File: src/rtl/psw_pkg.sv
// shared types, constants and helpers of the pulse stamp word packer
`timescale 1ns / 1ps

package psw_pkg;

  localparam int WORD_W      = 16;
  localparam int CODE_W      = 31;
  localparam int DOM_BITS    = 13;
  localparam int OM_LOW_BITS = 6;
  localparam int OVF_W       = 15;
  localparam int NUM_SLOTS   = 4;
  localparam int QUEUE_DEPTH = 2;

  localparam logic [OVF_W-1:0] OVF_MAX = '1;

  // word slots of one stamp, in emission order
  localparam int SLOT_STAMP = 0;
  localparam int SLOT_TOVF  = 1;
  localparam int SLOT_QOVF  = 2;
  localparam int SLOT_HDR   = 3;

  localparam logic STREAM_STAMP  = 1'b0;
  localparam logic STREAM_HEADER = 1'b1;

  typedef struct packed {
    logic [6:0]        string_number;
    logic [6:0]        om_number;
    logic              hlc;
    logic              last_stamp;
    logic [CODE_W-1:0] time_code;
    logic [CODE_W-1:0] charge_code;
  } in_item_t;

  typedef struct packed {
    logic              stream_select;
    logic [WORD_W-1:0] word;
    logic              last_word;
  } out_item_t;

  // one classified stamp: every word it may produce and which ones it does
  typedef struct packed {
    logic [NUM_SLOTS-1:0]             slot_vld;
    logic [NUM_SLOTS-1:0][WORD_W-1:0] words;
  } desc_t;

  function automatic logic [OVF_W-1:0] sat_excess(input logic [CODE_W-1:0] code,
                                                  input logic [CODE_W-1:0] maxv);
    logic [CODE_W-1:0] diff;
    diff = code - maxv;
    if (diff > CODE_W'(OVF_MAX)) begin
      return OVF_MAX;
    end
    return diff[OVF_W-1:0];
  endfunction

endpackage

File: src/rtl/psw_front.sv
// front end: accepts stamps, tracks readout start and builds all words of a stamp
`timescale 1ns / 1ps

module psw_front #(
  parameter int TIME_BITS   = 8,
  parameter int CHARGE_BITS = 6,
  parameter int SLOP_BITS   = 3
) (
  input  logic              clk,
  input  logic              rst_n,
  input  logic              in_push,
  input  psw_pkg::in_item_t in_item,
  output logic              in_full,
  input  logic              q_full,
  output logic              q_push,
  output psw_pkg::desc_t    q_desc
);
  import psw_pkg::*;

  localparam int TMAX_W = TIME_BITS + SLOP_BITS;
  localparam logic [CODE_W-1:0] TMAX   = CODE_W'((1 << TMAX_W) - 1);
  localparam logic [CODE_W-1:0] TSMALL = CODE_W'((1 << TIME_BITS) - 1);
  localparam logic [CODE_W-1:0] QMAX   = CODE_W'((1 << CHARGE_BITS) - 1);

  logic                   expect_first_r;
  logic                   expect_first_nxt;
  logic                   tsat;
  logic                   tsat_eff;
  logic                   tlate_sat;
  logic                   qsat;
  logic [TMAX_W-1:0]      t_first;
  logic [TIME_BITS-1:0]   t_low;
  logic [CHARGE_BITS-1:0] q_val;
  logic [SLOP_BITS-1:0]   slop;
  logic [OM_LOW_BITS-1:0] om_m1;
  logic [DOM_BITS-1:0]    dom;
  logic [WORD_W-1:0]      stamp_body;
  logic [WORD_W-1:0]      slop_shift;
  logic                   stop;

  assign in_full = q_full;
  assign q_push  = in_push && !q_full;
  assign stop    = in_item.last_stamp;

  always_comb begin
    tsat      = in_item.time_code >= TMAX;
    tsat_eff  = expect_first_r && tsat;
    tlate_sat = in_item.time_code > TSMALL;
    qsat      = in_item.charge_code >= QMAX;
    t_first   = tsat ? TMAX[TMAX_W-1:0] : in_item.time_code[TMAX_W-1:0];
    if (expect_first_r) begin
      t_low = t_first[TIME_BITS-1:0];
    end else begin
      t_low = tlate_sat ? TSMALL[TIME_BITS-1:0] : in_item.time_code[TIME_BITS-1:0];
    end
    q_val = qsat ? QMAX[CHARGE_BITS-1:0] : in_item.charge_code[CHARGE_BITS-1:0];
    slop  = t_first[TMAX_W-1 -: SLOP_BITS];
    om_m1 = in_item.om_number[OM_LOW_BITS-1:0] - OM_LOW_BITS'(1);
    dom   = {in_item.string_number, om_m1};

    // fields ored at their spots, anything above bit 15 falls off
    stamp_body = WORD_W'(t_low) | (WORD_W'(q_val) << TIME_BITS)
               | (WORD_W'(in_item.hlc) << (TIME_BITS + CHARGE_BITS));
    slop_shift = WORD_W'(slop) << DOM_BITS;

    q_desc.slot_vld = '0;
    q_desc.slot_vld[SLOT_STAMP] = 1'b1;
    q_desc.slot_vld[SLOT_TOVF]  = tsat_eff;
    q_desc.slot_vld[SLOT_QOVF]  = qsat;
    q_desc.slot_vld[SLOT_HDR]   = expect_first_r;

    // stop bit rides on the last stamp-stream word
    q_desc.words[SLOT_STAMP] = stamp_body;
    q_desc.words[SLOT_STAMP][WORD_W-1] = stamp_body[WORD_W-1] | (stop && !tsat_eff && !qsat);
    q_desc.words[SLOT_TOVF] = {stop && !qsat, sat_excess(in_item.time_code, TMAX)};
    q_desc.words[SLOT_QOVF] = {stop, sat_excess(in_item.charge_code, QMAX)};
    q_desc.words[SLOT_HDR]  = WORD_W'(dom) | slop_shift;
  end

  assign expect_first_nxt = q_push ? in_item.last_stamp : expect_first_r;

  always_ff @(posedge clk) begin
    if (!rst_n) begin
      expect_first_r <= 1'b1;
    end else begin
      expect_first_r <= expect_first_nxt;
    end
  end

endmodule

File: src/rtl/psw_queue.sv
// two-entry queue of classified stamps between front and back
`timescale 1ns / 1ps

module psw_queue (
  input  logic           clk,
  input  logic           rst_n,
  input  logic           push,
  input  psw_pkg::desc_t push_desc,
  output logic           full,
  input  logic           pop,
  output psw_pkg::desc_t head_desc,
  output logic           empty
);
  import psw_pkg::*;

  localparam int PTR_W = $clog2(QUEUE_DEPTH);
  localparam int CNT_W = $clog2(QUEUE_DEPTH + 1);

  desc_t            mem_r [QUEUE_DEPTH];
  logic [PTR_W-1:0] wr_ptr_r;
  logic [PTR_W-1:0] wr_ptr_nxt;
  logic [PTR_W-1:0] rd_ptr_r;
  logic [PTR_W-1:0] rd_ptr_nxt;
  logic [CNT_W-1:0] cnt_r;
  logic [CNT_W-1:0] cnt_nxt;
  logic             do_push;
  logic             do_pop;

  assign full      = cnt_r == CNT_W'(QUEUE_DEPTH);
  assign empty     = cnt_r == '0;
  assign do_push   = push && !full;
  assign do_pop    = pop && !empty;
  assign head_desc = mem_r[rd_ptr_r];

  always_comb begin
    wr_ptr_nxt = wr_ptr_r;
    rd_ptr_nxt = rd_ptr_r;
    cnt_nxt    = cnt_r;
    if (do_push) begin
      wr_ptr_nxt = (wr_ptr_r == PTR_W'(QUEUE_DEPTH - 1)) ? '0 : wr_ptr_r + 1'b1;
    end
    if (do_pop) begin
      rd_ptr_nxt = (rd_ptr_r == PTR_W'(QUEUE_DEPTH - 1)) ? '0 : rd_ptr_r + 1'b1;
    end
    if (do_push && !do_pop) begin
      cnt_nxt = cnt_r + 1'b1;
    end else if (do_pop && !do_push) begin
      cnt_nxt = cnt_r - 1'b1;
    end
  end

  always_ff @(posedge clk) begin
    if (do_push) begin
      mem_r[wr_ptr_r] <= push_desc;
    end
  end

  always_ff @(posedge clk) begin
    if (!rst_n) begin
      wr_ptr_r <= '0;
      rd_ptr_r <= '0;
      cnt_r    <= '0;
    end else begin
      wr_ptr_r <= wr_ptr_nxt;
      rd_ptr_r <= rd_ptr_nxt;
      cnt_r    <= cnt_nxt;
    end
  end

endmodule

File: src/rtl/psw_back.sv
// back end: walks the valid word slots of each stamp, one word per cycle while the output register is free
`timescale 1ns / 1ps

module psw_back (
  input  logic                clk,
  input  logic                rst_n,
  input  psw_pkg::desc_t      q_desc,
  input  logic                q_empty,
  output logic                q_pop,
  input  logic                out_pop,
  output logic                out_empty,
  output psw_pkg::out_item_t  out_item
);
  import psw_pkg::*;

  logic [NUM_SLOTS-1:0][WORD_W-1:0] cur_words_r;
  logic [NUM_SLOTS-1:0][WORD_W-1:0] cur_words_nxt;
  logic [NUM_SLOTS-1:0]             rem_r;
  logic [NUM_SLOTS-1:0]             rem_nxt;
  logic                             out_vld_r;
  logic                             out_vld_nxt;
  out_item_t                        out_item_r;
  out_item_t                        out_item_nxt;
  logic                             active;
  logic                             out_free;
  logic                             emit;
  logic [NUM_SLOTS-1:0]             src_mask;
  logic [NUM_SLOTS-1:0][WORD_W-1:0] src_words;
  logic [NUM_SLOTS-1:0]             pick;
  logic [NUM_SLOTS-1:0]             left;
  logic [WORD_W-1:0]                pick_word;

  assign active    = rem_r != '0;
  assign out_free  = !out_vld_r || out_pop;
  assign out_empty = !out_vld_r;
  assign out_item  = out_item_r;

  always_comb begin
    src_mask  = active ? rem_r : (q_empty ? '0 : q_desc.slot_vld);
    src_words = active ? cur_words_r : q_desc.words;
    pick      = src_mask & (~src_mask + 1'b1);
    left      = src_mask & ~pick;
    emit      = out_free && (src_mask != '0);
    q_pop     = emit && !active;

    pick_word = '0;
    for (int i = 0; i < NUM_SLOTS; i++) begin
      if (pick[i]) begin
        pick_word = pick_word | src_words[i];
      end
    end

    cur_words_nxt = q_pop ? q_desc.words : cur_words_r;
    rem_nxt       = emit ? left : rem_r;

    out_vld_nxt  = out_vld_r;
    out_item_nxt = out_item_r;
    if (emit) begin
      out_vld_nxt                = 1'b1;
      out_item_nxt.stream_select = pick[SLOT_HDR] ? STREAM_HEADER : STREAM_STAMP;
      out_item_nxt.word          = pick_word;
      out_item_nxt.last_word     = left == '0;
    end else if (out_pop) begin
      out_vld_nxt = 1'b0;
    end
  end

  always_ff @(posedge clk) begin
    cur_words_r <= cur_words_nxt;
    out_item_r  <= out_item_nxt;
  end

  always_ff @(posedge clk) begin
    if (!rst_n) begin
      rem_r     <= '0;
      out_vld_r <= 1'b0;
    end else begin
      rem_r     <= rem_nxt;
      out_vld_r <= out_vld_nxt;
    end
  end

endmodule

File: src/rtl/pulse_stamp_word_packer.sv
// top level of the pulse stamp word packer: front, stamp queue and word sequencer
`timescale 1ns / 1ps
// a stamp passes the stamp queue and then the output register before its first word is on the out_ ports
// one result word per cycle while the receiver keeps popping; a stamp yields one to four
//   words (stamp, time overflow, charge overflow, header)
// a two-entry stamp queue lets the input keep taking stamps while words drain
// reset (rst_n low, synchronous): queue and output emptied, next stamp opens a readout

module pulse_stamp_word_packer #(
  parameter int TIME_BITS   = 8,
  parameter int CHARGE_BITS = 6,
  parameter int SLOP_BITS   = 3
) (
  input  logic               clk,
  input  logic               rst_n,
  // stamp input, transfer on push && !full
  input  logic               in_push,
  input  psw_pkg::in_item_t  in_item,
  output logic               in_full,
  // word output, transfer on pop && !empty
  input  logic               out_pop,
  output logic               out_empty,
  output psw_pkg::out_item_t out_item
);
  import psw_pkg::*;

  // front to queue
  logic  fq_push;
  desc_t fq_desc;
  logic  q_full;
  // queue to back
  desc_t q_head;
  logic  q_empty;
  logic  q_pop;

  // front: registered readout tracking, combinational saturation and word building
  psw_front #(
    .TIME_BITS   (TIME_BITS),
    .CHARGE_BITS (CHARGE_BITS),
    .SLOP_BITS   (SLOP_BITS)
  ) u_front (
    .clk     (clk),
    .rst_n   (rst_n),
    .in_push (in_push),
    .in_item (in_item),
    .in_full (in_full),
    .q_full  (q_full),
    .q_push  (fq_push),
    .q_desc  (fq_desc)
  );

  // short decoupling queue, holds whole classified stamps
  psw_queue u_queue (
    .clk       (clk),
    .rst_n     (rst_n),
    .push      (fq_push),
    .push_desc (fq_desc),
    .full      (q_full),
    .pop       (q_pop),
    .head_desc (q_head),
    .empty     (q_empty)
  );

  // back: emits the valid words of the head stamp into the output register
  psw_back u_back (
    .clk       (clk),
    .rst_n     (rst_n),
    .q_desc    (q_head),
    .q_empty   (q_empty),
    .q_pop     (q_pop),
    .out_pop   (out_pop),
    .out_empty (out_empty),
    .out_item  (out_item)
  );

endmodule

File: config.mk
export PLATFORM = sky130hd
export DESIGN_NAME = pulse_stamp_word_packer
export DESIGN_NICKNAME = d
export VERILOG_FILES = /design/src/rtl/psw_pkg.sv /design/src/rtl/psw_front.sv /design/src/rtl/psw_queue.sv /design/src/rtl/psw_back.sv /design/src/rtl/pulse_stamp_word_packer.sv
export SDC_FILE = /design/constraint.sdc
export NUM_CORES = 1
export LEC_CHECK = 0
export BUFFER_PORTS_ARGS = -buffer_cell sky130_fd_sc_hd__buf_2
export CAP_MARGIN = 20
export CORE_MARGIN = 1
export CORE_UTILIZATION = 55
export DETAILED_ROUTE_END_ITERATION = 16
export GPL_TIMING_DRIVEN = 0
export PLACE_DENSITY = 0.74
export SYNTH_ARGS = -nofsm -noshare
export SYNTH_HDL_FRONTEND = slang
export SYNTH_SLANG_ARGS = --single-unit
File: constraint.sdc
create_clock -name clk -period 8.2 [get_ports clk]
set_input_delay 1.64 -clock clk [delete_from_list [all_inputs] [get_ports clk]]
set_output_delay 1.64 -clock clk [all_outputs]
set_load 0.02 [all_outputs]
Yosys cells after proc, flatten, opt, wreduce, memory -nomap -nowiden
Memory sizes are Yosys's and may differ from the RTL's. A register that Yosys moved wholly into a read port is not among the register bits.
Cells that the tools add are included.

storage, ports and cells
  latch bits = 0
  memories = 1
  input port bits = 82
  word-level logic and storage cells = 93
  ROM bits = 0
  bits in writable memories = 134
  flip-flop bits (word level) = 92

memory list
  memory         words  width  rd ports  clocked after memory_dff  wr ports  RTL line         RTL
  u_queue.mem_r  2      67     1         1                         1         psw_queue.sv:19  desc_t mem_r [QUEUE_DEPTH];

cells by class
  mux-type cells = 28
  multiply operators = 0
  eq/ne operators = 1
  magnitude comparators = 5
  reductions and logical operators = 26
  shift operators = 0
  bitwise operators = 11
  divide/modulo/power cells = 0
  add/sub/neg operators = 8

operators by type and width
  kind                                                                                   count
  16-bit two-way mux                                                                     4
  64-bit two-way mux                                                                     1
  31-bit by 15-bit greater-than comparator with 1-bit output, second input constant      2
  15-bit two-way mux                                                                     4
  16-bit OR                                                                              3
  31-bit by 11-bit greater-or-equal comparator with 1-bit output, second input constant  1
  31-bit by 6-bit greater-or-equal comparator with 1-bit output, second input constant   1
  31-bit by 8-bit greater-than comparator with 1-bit output, second input constant       1
  31-bit by 11-bit subtractor with 31-bit output, second input constant                  1
  31-bit by 6-bit subtractor with 31-bit output, second input constant                   1
  8-bit two-way mux                                                                      2
  13-bit by 16-bit OR with 16-bit output                                                 1
  16-bit by 15-bit OR with 16-bit output                                                 1
  8-bit by 14-bit OR with 14-bit output                                                  1
  1-bit logical AND                                                                      11
  1-bit two-way mux                                                                      11
  11-bit two-way mux                                                                     1
  4-bit bitwise AND                                                                      2
  1-bit zero test                                                                        8
  4-bit two-way mux                                                                      2
  4-bit inverter                                                                         2
  4-bit nonzero test                                                                     2
  6-bit two-way mux                                                                      1
  6-bit by 1-bit subtractor with 6-bit output, second input constant                     1
  other kinds (11)                                                                       14

Logic depth before layout (Yosys ltp)
  word-level depth = 13
  depth in mapped cells = 9

Hierarchy
From an unflattened synthesis, not the netlist that was laid out.

second synthesis, totals
  cells, all modules = 716
  area total of the unflattened synthesis = 10178.5 um^2

by module, submodules not included
  module     times used  cells an instance  area an instance (um^2)
  psw_queue  1           237                5217.5
  psw_back   1           220                3258.1
  psw_front  1           259                1702.9

Worst setup path before layout
No wires, ideal clock.

  kind = input to register
  start point = input port in_push
  end point = memory u_queue.mem_r[0][0] (netlist bit) (enable)
  data required time = 7708 ps
  path buffers = 0
  stages on the path = 2
  arrival time = 4559 ps
  path slack = 3148 ps
  cells stage by stage = nand2_1 > nor2_1

on the way
  cells in the longest elaborated chain, start to end = 4

ends and longest elaborated chain
  what                                     RTL line                       RTL
  start, declared                          pulse_stamp_word_packer.sv:17  input logic in_push,
  1-bit logical AND                        psw_front.sv:42                assign q_push = in_push && !q_full;
  1-bit logical AND                        psw_queue.sv:31                assign do_push = push && !full;
  1-bit two-way mux                        psw_queue.sv:53                if (do_push) begin
  1-bit two-way mux (not written as such)  psw_queue.sv:54                mem_r[wr_ptr_r] <= push_desc;
  end, declared                            psw_queue.sv:19

No other way between the ends.

==> qor.yml <==
run_status: "finished, final reports clean"
setup-tns-final_ns: 0
ant_nets: 0
syn_area_per_cell_um2: 14.86
netlist_top_cells_count: "edfxtp_1 (200), mux2_2 (65), nor2_1 (48)"
cts_tree: "done"
netlist.area_leader.share_pct: 65.70
crit_slowest_cell: "nor4_1"
die_area_um2: 17140
path_cells: "buf_2, nor4_1, nand3_1, a211oi_1, xnor2_1, o2111a_1, clkbuf_1, nand4_1"
drt-initial-drc-count: 394
ys_types: 57
antenna_found_initial: 0
cts_setup_buffers: 0
core_um2: 16060
regToRegSetupSlack_ns: 5.30
postSynthCellCount: 615
synth_top_family_by_area: "simple AND/OR/NAND/NOR gates"
ff2ff_path_depth: 7
cts.clk_slew.worst_paths_ns: 0.06
setup_viol: 0
syn2layout_area_growth_pct: 17.92
yosysTopAreaCell: "edfxtp_1"
hold_end: "u_queue.rd_ptr_r"
rows: 46
cpPeakStageDelay_ns: 0.67
synth_seq_area_share_pct: 67.89
synth_edf_count: 200
synth_compound_area_share_pct: 5.899
critPathLaunchType: "primary input"
via_per_inst: 5.864
hold_violations: 0
yosys.cell_count.top_type: "edfxtp_1"
dpl_cell_area_um2: 10030
num_antenna_cells: 0
wirelength_um: 19130
critPathArrivalTime_ns: 4.22
ys_warn_count: 0
vias: 5712
wl_per_cell_um: 19.64
grt_pass1_vias: 5471
hold_depth: 2
synthArstFlopShare_pct: 0
die_h_um: 130.9
power.density_nw_per_um2: 309.0
dp_hpwl_um: 13380
root_buffer: "clkbuf_16"
period_minus_slack_ns: 4.047
grt_usage_pct: 22.72
ioPinCount: 102
hold_path_class: "register to register"
ctsResizeCount: 0
fin_area_um2: 10780
start_util_pct: 56.93
rsz0062_at_grt: "false"
synthesis.area_um2: 9141
ys_top_cells_by_area: "edfxtp_1 (66%), mux2_2 (8.0%), dfxtp_1 (2.2%), nor2_1 (2.0%), a221o_1 (1.8%)"
peakVddDrop_mv: 0.1833
grt_max_degree: 54
nets: 832
cts_max_level: 1
rr_startpoint: "u_back.rem_r[2]"
synth_mux_area_share_pct: 8.555
synth_adder_area_share_pct: 0.8212
end_kind: "register"
cts.sinks: 210
yosys.area_share.simple_pct: 11.44
drv_slew: 0
slew_headroom_pct: 29.99
clockBufferDepth: 3
synth_xor_area_share_pct: 3.449
ys.flop_type: "edfxtp_1"
rr_endpoint: "u_queue.cnt_r[1]"
path_class: "primary input to register"
maxCapViolCount: 0
hp-start: "u_queue.rd_ptr_r"
drive_gt1_share_pct: 31.79
period_share_pct: 49.36
fmax_mhz: 247.1
syn-num-nets: 703
crit_fanout: 10
fin_hold_ws_ns: 0.5116
grt_pass1_wl_um: 29010
remaining_drc_errors: 0
p_leak_nw: 3.179
fin_skew_ns: 0.01269
dr.pass1.iters: 5
hold_buffers: 0
ys_ff_latch: 210
dieWidth_um: 130.9
numCtsBuffers: 22
portBuffers: 100
gr-total-overflow: 0
gp_congestion: 0.8615
fillers: 1091
clk_latency_ns: 0.49
tightestPinTransition_ns: 1.050
crit_required_ns: 8.37
-- registers in the layout, summed over array words and instances (netlist names), named ones only --
signal / count
u_queue.mem_r: 134
u_back.cur_words_r: 48
u_back.out_item: 18
u_back.rem_r: 3
u_queue.cnt_r: 2
u_back.out_vld_r: 1
u_front.expect_first_r: 1
u_queue.rd_ptr_r: 1
u_queue.wr_ptr_r: 1
-- kinds of logic after synthesis --
family | count (synthesis)
buffers and inverters | 40
flip-flops | 210
adder cells (fa/ha/maj) | 6
AO/OA/AOI/OAI | 69
multiplexers | 70
XOR/XNOR | 36
AND/OR/NAND/NOR | 184
-- cell type report --
class	count	area (um2)	share of cell area, %
Sequential cell	210	6206	57.57
Multi-Input combinational cell	365	2781	25.80
Timing Repair Buffer	105	600.6	5.572
Clock buffer	29	598.1	5.548
Tap cell	216	270.3	2.507
Clock inverter	9	145.1	1.346
Buffer	26	125.1	1.161
Inverter	14	52.55	0.4875
-- metal layers --
metal  track usage (%)  routed length [um]
met4             6.153                 308
met5                 0                   0
met1             31.47                8151
met3             2.687                1189
met2             38.25                9478
-- power breakdown --
part	leakage, nW	switching (W)	internal [W]	total, W
clock network	0.358	0.000380	0.000637	0.00102
logic	1.28	0.000542	0.000283	0.000825
registers	1.54	0.0000570	0.00143	0.00149
total	3.18	0.000979	0.00235	0.00333
-- metrics by stage --
step / total power [W] / util [%] / std cells / setup WS (ns)
global placement: 0.002293 / 61.73 / 931 / 1.373
finish: 0.003331 / 67.13 / 974 / 4.153
floorplan: 0.002023 / - / 615 / 3.148
global route: 0.003464 / 67.13 / 974 / 3.932
CTS: 0.003349 / 67.10 / 973 / 4.090
detailed placement: 0.002338 / 62.47 / 935 / 3.623
-- worst max path at each step --
stage,startpoint,end,slack [ns],cells past startpoint
global route,in_item[45],u_queue.mem_r[0][23],3.93,8
CTS,in_item[45],u_queue.mem_r[0][7],4.09,7
global placement,in_push,u_queue.mem_r[0][57],1.37,3
finish,in_item[45],u_queue.mem_r[0][22],4.15,8
floorplan,in_push,u_queue.mem_r[0][0],3.15,2
detailed placement,in_item[45],u_queue.mem_r[1][7],3.62,7
-- worst max-delay path: cells and delay by family --
family	cells	cell delay, ns
and+or+nand+nor	3	1.27
AOI/OAI and AO/OA	2	0.64
buffers and inverters	2	0.50
xor gates and xnor gates	1	0.15
-- layout by cell type, fill, tap and decap left out, types with 13 or more instances in the layout --
cell / synthesis / layout
nand3_1: 16 / 16
nand2_1: 18 / 18
or2_2: 19 / 19
a221o_1: 16 / 16
a22oi_1: 17 / 17
xor2_1: 18 / 18
mux2_2: 65 / 65
nor2_1: 48 / 46
clkbuf_16: 0 / 23
buf_2: 0 / 100
xnor2_1: 18 / 18
edfxtp_1: 200 / 200
clkbuf_1: 17 / 23
nand4_1: 17 / 17
inv_1: 13 / 13
No activity file was read; power rests on OpenSTA's default activity.
